<file path="config.mk">
export PLATFORM = sky130hd
export DESIGN_NAME = tcc_ctrl
export DESIGN_NICKNAME = d
export VERILOG_FILES = /design/src/design/tcc_pkg.sv /design/src/design/tcc_ctrl.sv
export SDC_FILE = /design/constraint.sdc
export NUM_CORES = 1
export LEC_CHECK = 0
export BUFFER_PORTS_ARGS = -buffer_cell sky130_fd_sc_hd__buf_2
export CAP_MARGIN = 10
export CORE_ASPECT_RATIO = 0.8
export CORE_MARGIN = 2
export CORE_UTILIZATION = 25
export CTS_BUF_LIST = sky130_fd_sc_hd__clkbuf_4
export CTS_CLUSTER_SIZE = 20
export DETAILED_ROUTE_END_ITERATION = 8
export GPL_TIMING_DRIVEN = 0
export PLACE_DENSITY_LB_ADDON = 0.2
export SYNTH_ARGS = -nofsm -noshare
export SYNTH_HDL_FRONTEND = slang
export SYNTH_SLANG_ARGS = --single-unit
</file>
<file path="constraint.sdc">
create_clock -name clk -period 4.2 [get_ports clk]
set_clock_uncertainty 0.05 [all_clocks]
set_input_delay 0.21 -clock clk [delete_from_list [all_inputs] [get_ports clk]]
set_output_delay 0.21 -clock clk [all_outputs]
set_load 0.05 [all_outputs]
</file>
<file path="src/design/tcc_pkg.sv">
// ----------------------------------------------------------------------------
// Text console character writer package
// Shared types, constants and the Latin-1 to CP437 character map.
// ----------------------------------------------------------------------------
package tcc_pkg;

  // Default geometry of the console.
  localparam int DEF_COLUMNS   = 80;
  localparam int DEF_ROWS      = 25;
  localparam int DEF_TAB_WIDTH = 4;

  // Cell written by reset and by the clear operation: a space with attribute 07.
  localparam logic [15:0] BLANK_CELL = 16'h0720;
  localparam logic [7:0]  CH_SPACE   = 8'h20;
  localparam logic [7:0]  CH_NUL     = 8'h00;
  localparam logic [7:0]  CH_BS      = 8'h08;
  localparam logic [7:0]  CH_TAB     = 8'h09;
  localparam logic [7:0]  CH_LF      = 8'h0A;
  localparam logic [7:0]  CH_CR      = 8'h0D;

  // Operation codes of a request.
  typedef enum logic [1:0] {
    OP_PUT   = 2'd0,
    OP_READ  = 2'd1,
    OP_CLEAR = 2'd2,
    OP_NONE  = 2'd3
  } op_t;

  // Class of a mapped character.
  typedef enum logic [2:0] {
    CLS_NUL,
    CLS_LF,
    CLS_CR,
    CLS_BS,
    CLS_TAB,
    CLS_PRINT
  } char_cls_t;

  // Cell store access for one cycle.
  typedef enum logic [2:0] {
    MEM_NONE,
    MEM_PUT,
    MEM_ERASE,
    MEM_READ,
    MEM_FILL,
    MEM_COPY_RD,
    MEM_COPY_WR,
    MEM_BLANK
  } mem_cmd_t;

  // Cursor update for one cycle.
  typedef enum logic [2:0] {
    CUR_NONE,
    CUR_ADVANCE,
    CUR_NEWLINE,
    CUR_CR,
    CUR_BACK,
    CUR_HOME
  } cur_cmd_t;

  // Commands from the controller to the datapath.
  typedef struct packed {
    logic     load;
    mem_cmd_t mem;
    cur_cmd_t cur;
    logic     cnt_clr;
    logic     cnt_inc;
    logic     capture;
    logic     shown_load;
    logic     shown_clr;
  } tcc_cmd_t;

  // Status from the datapath to the controller.
  typedef struct packed {
    op_t       op;
    char_cls_t cls;
    logic      last;
    logic      at_right;
    logic      at_bottom;
    logic      tab_end;
    logic      copy_last;
    logic      cnt_end;
  } tcc_status_t;

  // Accented Latin-1 codes to their CP437 equivalents.
  function automatic logic [7:0] map_latin1(input logic [7:0] c);
    logic [7:0] m;
    case (c)
      8'hE2:   m = 8'h83;
      8'hE4:   m = 8'h84;
      8'hE0:   m = 8'h85;
      8'hE9:   m = 8'h82;
      8'hEA:   m = 8'h88;
      8'hEB:   m = 8'h89;
      8'hE8:   m = 8'h8A;
      8'hEF:   m = 8'h8B;
      8'hEE:   m = 8'h8C;
      8'hF4:   m = 8'h93;
      8'hF6:   m = 8'h94;
      8'hFB:   m = 8'h96;
      8'hFC:   m = 8'h81;
      default: m = c;
    endcase
    return m;
  endfunction

  // Control code class of a mapped character.
  function automatic char_cls_t classify(input logic [7:0] c);
    char_cls_t k;
    case (c)
      CH_NUL:  k = CLS_NUL;
      CH_LF:   k = CLS_LF;
      CH_CR:   k = CLS_CR;
      CH_BS:   k = CLS_BS;
      CH_TAB:  k = CLS_TAB;
      default: k = CLS_PRINT;
    endcase
    return k;
  endfunction

endpackage

</file>
<file path="src/design/tcc_ctrl.sv">
// ----------------------------------------------------------------------------
// Text console controller
// State machine that sequences each request over the datapath.
// ----------------------------------------------------------------------------
module tcc_ctrl
  import tcc_pkg::*;
(
  input  logic        clk,
  input  logic        rst,
  input  logic        start,
  input  tcc_status_t status,
  output tcc_cmd_t    cmd,
  output logic        busy,
  output logic        done
);

  typedef enum logic [3:0] {
    ST_INIT,
    ST_IDLE,
    ST_DECODE,
    ST_PRINT,
    ST_ERASE,
    ST_READ_WAIT,
    ST_CLEAR,
    ST_SCR_RD,
    ST_SCR_WR,
    ST_SCR_BLANK,
    ST_FINISH
  } state_t;

  state_t state;
  state_t state_next;
  logic   done_next;

  assign busy = (state != ST_IDLE);

  // Next state and command decode.
  always_comb begin
    state_next = state;
    done_next  = 1'b0;
    cmd        = '0;
    cmd.mem    = MEM_NONE;
    cmd.cur    = CUR_NONE;
    case (state)
      ST_INIT: begin
        cmd.mem     = MEM_FILL;
        cmd.cnt_inc = 1'b1;
        if (status.cnt_end) begin
          state_next = ST_IDLE;
        end
      end
      ST_IDLE: begin
        if (start) begin
          cmd.load   = 1'b1;
          state_next = ST_DECODE;
        end
      end
      ST_DECODE: begin
        cmd.cnt_clr = 1'b1;
        case (status.op)
          OP_READ: begin
            cmd.mem    = MEM_READ;
            state_next = ST_READ_WAIT;
          end
          OP_CLEAR: begin
            state_next = ST_CLEAR;
          end
          OP_PUT: begin
            case (status.cls)
              CLS_NUL: begin
                state_next = ST_FINISH;
              end
              CLS_LF: begin
                cmd.cur    = CUR_NEWLINE;
                state_next = status.at_bottom ? ST_SCR_RD : ST_FINISH;
              end
              CLS_CR: begin
                cmd.cur    = CUR_CR;
                state_next = ST_FINISH;
              end
              CLS_BS: begin
                cmd.cur    = CUR_BACK;
                state_next = ST_ERASE;
              end
              default: begin
                state_next = ST_PRINT;
              end
            endcase
          end
          default: begin
            state_next = ST_FINISH;
          end
        endcase
      end
      ST_PRINT: begin
        // Write the cell, then wrap, scroll or repeat for a tab.
        cmd.mem     = MEM_PUT;
        cmd.cur     = CUR_ADVANCE;
        cmd.cnt_clr = 1'b1;
        if (status.at_right) begin
          state_next = status.at_bottom ? ST_SCR_RD : ST_FINISH;
        end else if (status.cls == CLS_TAB && !status.tab_end) begin
          state_next = ST_PRINT;
        end else begin
          state_next = ST_FINISH;
        end
      end
      ST_ERASE: begin
        cmd.mem    = MEM_ERASE;
        state_next = ST_FINISH;
      end
      ST_READ_WAIT: begin
        cmd.capture = 1'b1;
        state_next  = ST_FINISH;
      end
      ST_CLEAR: begin
        cmd.mem     = MEM_FILL;
        cmd.cnt_inc = 1'b1;
        if (status.cnt_end) begin
          cmd.cur       = CUR_HOME;
          cmd.shown_clr = 1'b1;
          state_next    = ST_FINISH;
        end
      end
      ST_SCR_RD: begin
        cmd.mem    = MEM_COPY_RD;
        state_next = ST_SCR_WR;
      end
      ST_SCR_WR: begin
        cmd.mem     = MEM_COPY_WR;
        cmd.cnt_inc = 1'b1;
        state_next  = status.copy_last ? ST_SCR_BLANK : ST_SCR_RD;
      end
      ST_SCR_BLANK: begin
        cmd.mem     = MEM_BLANK;
        cmd.cnt_inc = 1'b1;
        if (status.cnt_end) begin
          state_next = ST_FINISH;
        end
      end
      ST_FINISH: begin
        cmd.shown_load = (status.op == OP_PUT) && status.last;
        done_next      = 1'b1;
        state_next     = ST_IDLE;
      end
      default: begin
        state_next = ST_IDLE;
      end
    endcase
  end

  // State and result strobe.
  always_ff @(posedge clk) begin
    if (rst) begin
      state <= ST_INIT;
      done  <= 1'b0;
    end else begin
      state <= state_next;
      done  <= done_next;
    end
  end

endmodule

</file>
* Yosys cells after proc, flatten, opt, wreduce, memory -nomap -nowiden
Cells that the tools add are included.
** Word-level totals
- Input bits :: 14
- Logic and storage cells :: 60
- Output and inout bits :: 14
- Flip-flop bits (word level) :: 5
** Cells by class
- Multiplexer cells :: 25
- Reduce and logical (&&, ||, !) cells :: 13
- Equality and inequality tests :: 20
** Operators by type and width (number)
- case mux 4 bit (8 select lines) :: 1
- two-way mux 4 bit :: 7
- case mux 4 bit (3 select lines) :: 2
- case mux 3 bit (7 select lines) :: 1
- case mux 3 bit (3 select lines) :: 2
- == test 4 x 3 -> 1 bit (second input constant) :: 4
- == test 4 bit (second input constant) :: 3
- OR reduction 2 bit :: 5
- two-way mux 1 bit :: 9
- == test 4 x 2 -> 1 bit (second input constant) :: 2
- == test 3 x 2 -> 1 bit (second input constant) :: 2
- two-way mux 3 bit :: 2
- == test 4 x 1 -> 1 bit (second input constant) :: 1
- zero test 4 bit :: 1
- inequality test 2 bit (second input constant) :: 2
- inequality test 4 x 1 -> 1 bit (second input constant) :: 1
- OR reduction 4 bit :: 1
- == test 3 x 1 -> 1 bit (second input constant) :: 1
- == test 3 bit (second input constant) :: 1
- zero test 3 bit :: 1
- AND reduction 3 bit :: 1
- == test 2 x 1 -> 1 bit (second input constant) :: 1
- == test 2 bit (second input constant) :: 1
- logical AND 1 bit :: 2
- other kinds (4) :: 4

* Depth between registers and ports, before layout
Gate-level depths: netlist (run 1).
- Word-level depth :: 5
- Mapped depth :: 7
- Depth with buffers taken out :: 5

* Least setup slack after synthesis (run 1)
Ideal clock, no wire load.
- Kind :: register to output
- Start point :: reg state[2]
- End point :: out cmd[9] (netlist bit)
- Setup slack :: 1.862 ns
- Arrival time :: 2.078 ns
- Buffers on the path :: 2
- Data required time :: 3.940 ns
- Cell stages (with the launch flop) :: 6
- Path through :: dfxtp_1 > buf_4 > clkbuf_1 > nor2b_1 > a31oi_1 > o31ai_1
** RTL lines
- start, declared :: RTL line tcc_ctrl.sv:31 : state_t state;
- start signal, assigned :: RTL line tcc_ctrl.sv:158 : state <= state_next;
- end, declared :: RTL line tcc_ctrl.sv:12 : output tcc_cmd_t cmd,

==> out/results.tsv, run 1 <==
metric	value	unit
status	finished clean	
r2r_cells	6	
layout-drive-gt1-share	0.3158	
synthTopCellsByCount	nor2_1 (15), nand2_1 (12), a31oi_1 (6), o21ai_0 (6), dfxtp_1 (5)	
synth.area.top_cells	dfxtp_1 (14%), nor2_1 (8.0%), nand2_1 (6.4%)	
top_layer	met3	
async_flop_share	0	
hold_depth	2	
required	3.94	ns
start_util	0.2574	
critPathMaxFanout	10	
path_clk_slew	0.04	ns
area_growth	28.93	%
dr.pass1.iters	4	
ant_nets	0	
worst-setup-path-type	register to output port	
r2r_end	state[0]$_SDFFE_PP0P_	
worst_setup_path_start_kind	register	
cp_cell_sequence	buf_4 > clkbuf_1 > nand2_1 > mux2_2 > o22ai_1 > buf_2	
yosysMostFrequentCell	nor2_1	
gp_congestion	0.8531	
whs	0.1750	ns
yosys.area.top_type	dfxtp_1	
max_cap_viol_count	0	
rsz0062_at_grt	false	
vias_per_cell	5.006	
wl_per_cell	12.43	um
synth-seq-cells	5	
grt_pass1_wl	3.429	mm
route.detailed.drc	0	
worst_slew_pin_slew	0.4884	ns
max_slew_margin	0.6732	
synth_area	700.7	um2
r2r_slack	2.60	ns
period_minus_slack	2.059	ns
rr_startpoint	state[3]$_SDFFE_PP0P_	
dp_cells	167	
wirelength	2.126	mm
fin_cells	171	
crit_start	state[2]$_SDFFE_PP0P_	
core_area	2723	um2
root_buffer	clkbuf_4	
fp-row-count	17	
drtIter0Drc	60	
final_util	0.3318	
yosysSeqAreaShare	0.1429	
io_buffers	25	
power.density	671.2	nW/um2
seqCellArea	100.1	um2
wl_met3	153	um
multi_input_area	524.3	um2
max_stage_delay	0.36	ns
cts_tree	built	
endpoint	cmd[5]	
synth_top_area_frac	0.1429	
clkLatencyLatePin	0.24	ns
cts_buffers	3	
drv_slew	0	
cts_setup_buffers	0	
die_y	51.35	um
max_freq	0.4856	GHz
overflow	0	
synth_fp_nets	118	
pre_cts_slack	2.411	ns
met1Wirelength	1.047	mm
cts_sinks	5	
vias	856	
ios	28	
diodes	0	
dieArea	3245	um2
leakage	0.0003951	uW
peakVddDrop	0.0001233	V
dpl.hpwl	1.635	mm
hold_path_class	input port to register	
cts.htree.levels	1	
avgSynthCellArea	6.737	um2
finalSetupViolCount	0	
die_x	63.19	um
grt_max_degree	11	
cp.arrival	1.80	ns
fin_ws	2.141	ns
synth_enable_flop_cells	0	
cts.hold.buffers_added	0	
netlist_instances	104	
grt_pass1_vias	754	
clk_path_buf_depth	2	
slowest_stage	clkbuf_1	
antenna_found_initial	0	
synth_warnings	0	
ctsResizeCount	0	
synth_flop_cell	dfxtp_1	
fin_setup_tns	0	ns
wl_met2	925	um
final.period_utilization	0.4903	
synthDistinctLibCells	40	
end_kind	output port	
num-fill-cells	340	
grt_use_total	0.1339	
final_hold_viol_count	0	
nNetsFinal	148	
stage by stage:
stage               area, um2  total power (uW)
detailed placement      873.3             543.3
global route            903.4             652.1
floorplan               700.7             445.6
finish                  903.4             606.3
CTS                     903.4             608.9
global placement        873.3             544.4
cell type report:
type / count / share of cell area
Buffer: 10 / 0.07618
Clock buffer: 4 / 0.03324
Timing Repair Buffer: 25 / 0.1385
Inverter: 2 / 0.008310
Sequential cell: 5 / 0.1108
Multi-Input combinational cell: 87 / 0.5803
Tap cell: 38 / 0.05263
worst min-delay path by stage:
stage                     start               endpoint  slack (ns)
after floorplan             rst  state[2]$_SDFFE_PP0P_        0.23
after global placement      rst  state[2]$_SDFFE_PP0P_        0.42
after detailed placement    rst  state[3]$_SDFFE_PP0P_        0.43
after CTS                   rst  state[3]$_SDFFE_PP0P_        0.17
after global routing        rst  state[3]$_SDFFE_PP0P_        0.18
final                       rst        done$_SDFF_PP0_        0.17
worst max-delay path: cells and delay by family (launching register included):
family	cells	cell delay [ns]
buffers and inverters	3	0.81
flip-flops	1	0.30
multiplexers	1	0.27
AO/OA/AOI/OAI	1	0.10
AND/OR/NAND/NOR	1	0.08
report_power, final:
part	switching (uW)	leakage (uW)	total, uW	internal (uW)
clock network	18.9	0.0000184	61.2	42.3
logic	318	0.000336	475	157
registers	8.60	0.0000409	70.1	61.5
total	346	0.000395	606	260
state kept, by name, indices dropped and copies added, names as in the netlist:
signal  cells
done        1
state       4
routing by layer:
| layer | vias up | track usage |
|---|---|---|
| met5 | - | 0 |
| met4 | 0 | 0.02174 |
| met3 | 0 | 0.03304 |
| met2 | 37 | 0.2039 |
| met1 | 380 | 0.1931 |
| li1 | 439 | - |
kinds of logic after synthesis:
kind of cell	share of synthesized area
multiplexers	0.03036
XOR/XNOR	0.02500
AO/OA/AOI/OAI	0.2679
buffers and inverters	0.1089
flip-flops	0.1429
AND/OR/NAND/NOR	0.4250
layout by cell type, fill, tap and decap left out, drive strengths merged, types with 2 or more instances in the layout:
master  Yosys  final
buf         8     33
and2        2      2
nand4b      2      2
inv         2      2
o21bai      2      2
a31oi       6      6
nand2b      2      2
nand2      12     12
clkbuf      2      6
o21ai       8      8
dfxtp       5      5
nor2       16     16
and3        3      3
nor3        2      2
nand3       3      3
xnor2       2      2
nor2b       4      4
a21oi       3      3
nand4       4      4
(Power assumes the default switching activity.)
==> inputs of run 2 (changes only) <==
==> constraint.sdc (replaced) <==
create_clock -name clk -period 2.05 [get_ports clk]
set_clock_uncertainty 0.05 [all_clocks]
set_input_delay 0.1025 -clock clk [delete_from_list [all_inputs] [get_ports clk]]
set_output_delay 0.1025 -clock clk [all_outputs]
set_load 0.05 [all_outputs]
==> run 2 against run 1 <==
Compared with the run above: total power up 110%; routed wire length up 0.42%; global-route usage up 1.4 points; register-to-register slack worse by 2.2 ns; highest routed layer unchanged; cell area up 0.42%; via count up 0.93%; count of clock-buffer cells in the layout unchanged; clock power up 110%.
==> out/results.tsv, run 2 (synthesis gave the netlist of run 1 again) <==
metric	value	unit
status	finished clean	
power.density	1384	nW/um2
peakVddDrop	0.0002574	V
cts.htree.levels	1	
period_minus_slack	1.811	ns
leakage	0.0003973	uW
root_buffer	clkbuf_4	
max_slew_margin	0.6943	
clkLatencyLatePin	0.24	ns
grt_pass1_vias	844	
worst_slew_pin_slew	0.4586	ns
start_util	0.2574	
dp_cells	167	
ant_nets	0	
clk_path_buf_depth	2	
r2r_slack	0.37	ns
dpl.hpwl	1.660	mm
rr_startpoint	state[2]$_SDFFE_PP0P_	
regMostFlops	state	
cp.arrival	1.66	ns
end_kind	output port	
hold_path_class	input port to register	
gp_congestion	0.8111	
dr.pass1.iters	4	
worst-setup-path-type	register to output port	
p_sw	717.4	uW
p_clk_frac	0.102	
vias_per_cell	5.082	
internal_power	537.7	uW
grt_use_total	0.1484	
layout-drive-gt1-share	0.3333	
grt_pass1_wl	3.815	mm
drtIter0Drc	74	
die_y	51.35	um
seqPwrFrac	0.114	
r2r_cells	6	
switching_share	0.5716	
cts_tree	built	
crit_start	state[1]$_SDFFE_PP0P_	
fin_setup_tns	0	ns
area_growth	29.46	%
num-fill-cells	323	
endpoint	cmd[7]	
reg.largest.list	state (4), done (1)	
cts_sinks	5	
grt_max_degree	11	
vias	864	
critPathMaxFanout	10	
comb_power_share	0.785	
pre_cts_slack	0.3802	ns
fin_area	907.1	um2
max_freq	0.5523	GHz
max_cap_viol_count	0	
drv_slew	0	
ctsResizeCount	0	
fin_cells	170	
core_area	2723	um2
final.period_utilization	0.8832	
wirelength	2.135	mm
layout_common_cells	buf_2 (29), nor2_1 (14), nand2_1 (12)	
ios	28	
cts_buffers	3	
final_hold_viol_count	0	
rsz0062_at_grt	false	
place_area	878.3	um2
cts_setup_buffers	0	
wl_per_cell	12.56	um
r2r_end	state[0]$_SDFFE_PP0P_	
layout_commonest_cell	buf_2	
dieArea	3245	um2
die_x	63.19	um
route.detailed.drc	0	
nNetsFinal	147	
overflow	0	
largest_register_ffs	4	
finalSetupViolCount	0	
cts.hold.buffers_added	0	
required	1.90	ns
fin_ws	0.2395	ns
path_clk_slew	0.04	ns
io_buffers	25	
fp-row-count	17	
worst_setup_path_start_kind	register	
antenna_found_initial	0	
diodes	0	
==> run 2: changes by cell type in the layout (fill, tap and decap cells not counted) <==
cell      delta
nor2_2       +1
o31ai_2      +1
nor2_1       -1
o31ai_1      -1
clkbuf_1     -1
==> run 2: layout make-up <==
class                           instances  area, um2  area share
Buffer                                  9      65.06     0.07172
Clock buffer                            4      30.03     0.03310
Inverter                                2      7.507    0.008276
Multi-Input combinational cell         87      531.8      0.5862
Sequential cell                         5      100.1      0.1103
Tap cell                               38      47.55     0.05241
Timing Repair Buffer                   25      125.1      0.1379
==> run 2: worst min path at each step <==
stage | start | end | slack (ns) | depth (start not counted)
after CTS | rst | state[2]$_SDFFE_PP0P_ | 0.06 | 2
after detailed placement | rst | state[2]$_SDFFE_PP0P_ | 0.32 | 2
final | rst | done$_SDFF_PP0_ | 0.07 | 2
after global placement | rst | state[2]$_SDFFE_PP0P_ | 0.32 | 2
after floorplan | rst | state[2]$_SDFFE_PP0P_ | 0.12 | 1
after global routing | rst | state[3]$_SDFFE_PP0P_ | 0.06 | 2
==> run 2: critical path, cell delays in order (launching register included) <==
cell and delay, ns:
dfxtp_1 0.31, buf_6 0.13, buf_2 0.21, nor2b_1 0.26
nand3_1 0.11, o21bai_1 0.12, buf_2 0.27
==> run 2: layer usage <==
metal	vias to the layer above	GRT usage	wire [um]
li1	434	-	-
met1	393	0.2151	1085
met2	37	0.2252	891
met3	0	0.03744	158
met4	0	0.02174	0
met5	-	0	0
==> run 2: power by group through the flow <==
stage / Combinational [uW] / Sequential [uW] / Clock (uW)
global route: 1070 / 146 / 146
detailed placement: 979 / 144 / 0
floorplan: 779 / 143 / 0
global placement: 979 / 144 / 0
CTS: 982 / 143 / 133
finish: 985 / 143 / 128
==> run 2: metrics by stage <==
step	total power, uW	utilization	hold slack [ns]
2_1_floorplan	921.7	-	0.1219
5_1_grt	1360	0.3332	0.06231
6_report	1255	0.3332	0.07027
3_3_place_gp	1124	0.3226	0.3179
3_5_place_dp	1123	0.3226	0.3208
4_1_cts	1258	0.3336	0.05960
==> inputs of run 3 (changes only) <==
--- a/config.mk
+++ b/config.mk
@@ -15,6 +15,7 @@
 export DETAILED_ROUTE_END_ITERATION = 8
 export GPL_TIMING_DRIVEN = 0
 export PLACE_DENSITY_LB_ADDON = 0.2
+export SKIP_LAST_GASP = 1
 export SYNTH_ARGS = -nofsm -noshare
 export SYNTH_HDL_FRONTEND = slang
 export SYNTH_SLANG_ARGS = --single-unit
==> constraint.sdc (replaced) <==
create_clock -name clk -period 1.5 [get_ports clk]
set_clock_uncertainty 0.05 [all_clocks]
set_input_delay 0.075 -clock clk [delete_from_list [all_inputs] [get_ports clk]]
set_output_delay 0.075 -clock clk [all_outputs]
set_load 0.05 [all_outputs]
==> run 3 against run 2 <==
Compared with the run above: the run now ends with negative setup slack left; hold slack got worse by 0.033 ns; non-clock buffer count increased by 13; cell count rose by 7.6%; global-route usage increased by 0.95 points; count of clock-buffer cells in the layout unchanged; clock power rose by 34%; total power increased by 73%.
==> out/results.tsv, run 3 (synthesis gave the netlist of run 1 again) <==
metric	value	unit
status	finished with violations	
violations	negative setup slack	
drtIter0Drc	42	
leakage	0.0004844	uW
max_cap_viol_count	0	
cts.htree.levels	1	
vias_per_cell	5.115	
p_clk_frac	0.079	
power.density	1866	nW/um2
wirelength	2.428	mm
finalSetupViolCount	8	
largest_register_ffs	4	
comb_power_share	0.828	
overflow	0	
grt_max_degree	11	
dieArea	3245	um2
period_minus_slack	1.629	ns
vias	936	
dr.pass1.iters	7	
dp_cells	167	
rsz0062_at_grt	true	
drv_slew	0	
slowest_stage	dfxtp_2	
max_slew_margin	0.7723	
internal_power	1041	uW
cts_buffers	3	
layout_common_cells	buf_4 (15), buf_2 (15), buf_6 (13)	
clkLatencyLatePin	0.24	ns
fp-row-count	17	
cp_cell_sequence	buf_6 > and2b_2 > nand4_1 > buf_6 > o22ai_4 > buf_6	
required	1.37	ns
gp_congestion	0.8107	
cts_sinks	5	
nNetsFinal	160	
die_y	51.35	um
worst-setup-path-type	register to output port	
hold_depth	2	
final_util	0.4265	
fin_ws	-0.1294	ns
switching_share	0.5196	
fin_setup_tns	-0.7341	ns
cp_common_cell	buf_6	
cts_tree	built	
p_sw	1126	uW
regMostFlops	state	
worst_slew_pin_slew	0.3416	ns
max_stage_delay	0.31	ns
root_buffer	clkbuf_4	
cp.arrival	1.50	ns
core_area	2723	um2
die_x	63.19	um
final.period_utilization	1.086	
dpl.hpwl	1.701	mm
ios	28	
wl_per_cell	13.27	um
start_util	0.2574	
seqPwrFrac	0.093	
final_hold_viol_count	0	
cts.hold.buffers_added	0	
area_growth	65.71	%
io_buffers	25	
layout-drive-gt1-share	0.4897	
ant_nets	0	
clk_path_buf_depth	2	
path_clk_slew	0.04	ns
route.detailed.drc	0	
worst_setup_path_start_kind	register	
peakVddDrop	0.0004129	V
end_kind	output port	
r2r_cells	8	
diodes	0	
reg.largest.list	state (4), done (1)	
grt_pass1_vias	861	
fin_cells	183	
grt_pass1_wl	4.084	mm
critPathMaxFanout	5	
grt_use_total	0.1579	
antenna_found_initial	0	
hold_path_class	input port to register	
max_freq	0.6137	GHz
run 3: changes by cell type in the layout (fill, tap and decap cells not counted), sizes merged:
cell    previous run  this run
clkbuf             5         8
buf               33        43
run 3: worst paths after layout:
check,startpoint,end,slack [ns]
max,state[1]$_SDFFE_PP0P_,cmd[5],-0.13
min,rst,state[0]$_SDFFE_PP0P_,0.04
max reg2reg,state[1]$_SDFFE_PP0P_,state[0]$_SDFFE_PP0P_,-0.11
min reg2reg,state[0]$_SDFFE_PP0P_,state[1]$_SDFFE_PP0P_,0.69
run 3: routing by layer:
metal / vias to the layer above / GRT usage / part of all wire / wire, um
met5: - / 0 / 0 / 0
met3: 2 / 0.03304 / 0.047 / 114
met4: 0 / 0.02174 / 0.0086 / 21
met1: 440 / 0.2200 / 0.50 / 1209
met2: 28 / 0.2571 / 0.45 / 1083
li1: 466 / - / - / -
run 3: area by class of cell:
cell class              instances  area (um2)
well taps                      38       47.55
fillers                       306        1562
inverters                       2       7.507
multi-input cells              87       606.8
flip-flops and latches          5       102.6
plain buffers                   9       76.32
clock buffers                   4       30.03
repair buffers                 38       290.3
run 3: timing repair:
item | in CTS | in global routing
gates resized for setup | 28 | 12
pin swaps | 8 | 7
setup endpoints to repair | 16 | 15
setup buffers | 7 | 7
run 3: critical path, delay by kind of cell (launching register included):
kind / cells / cell delay [ns]
buf+inv: 3 / 0.45
flops: 1 / 0.31
compound gates: 1 / 0.14
simple gates: 2 / 0.37
run 3: power by group through the flow:
stage                     logic (uW)  registers [uW]  clock network (uW)
final                           1800             201                 171
after global routing            1900             207                 192
after CTS                       1610             199                 179
after detailed placement        1410             199                   0
after global placement          1400             199                   0
after floorplan                 1130             195                   0
run 3: metrics by stage:
step	hold WS, ns	cell area, um2	setup slack, ns	power (uW)
after floorplan	0.09441	749.5	-0.03467	1322
after global placement	0.2839	922.1	-0.3087	1598
after detailed placement	0.2840	922.1	-0.3253	1610
after CTS	0.02854	1087	-0.1551	1983
after global routing	0.03452	1161	-0.2046	2297
final	0.03770	1161	-0.1294	2167
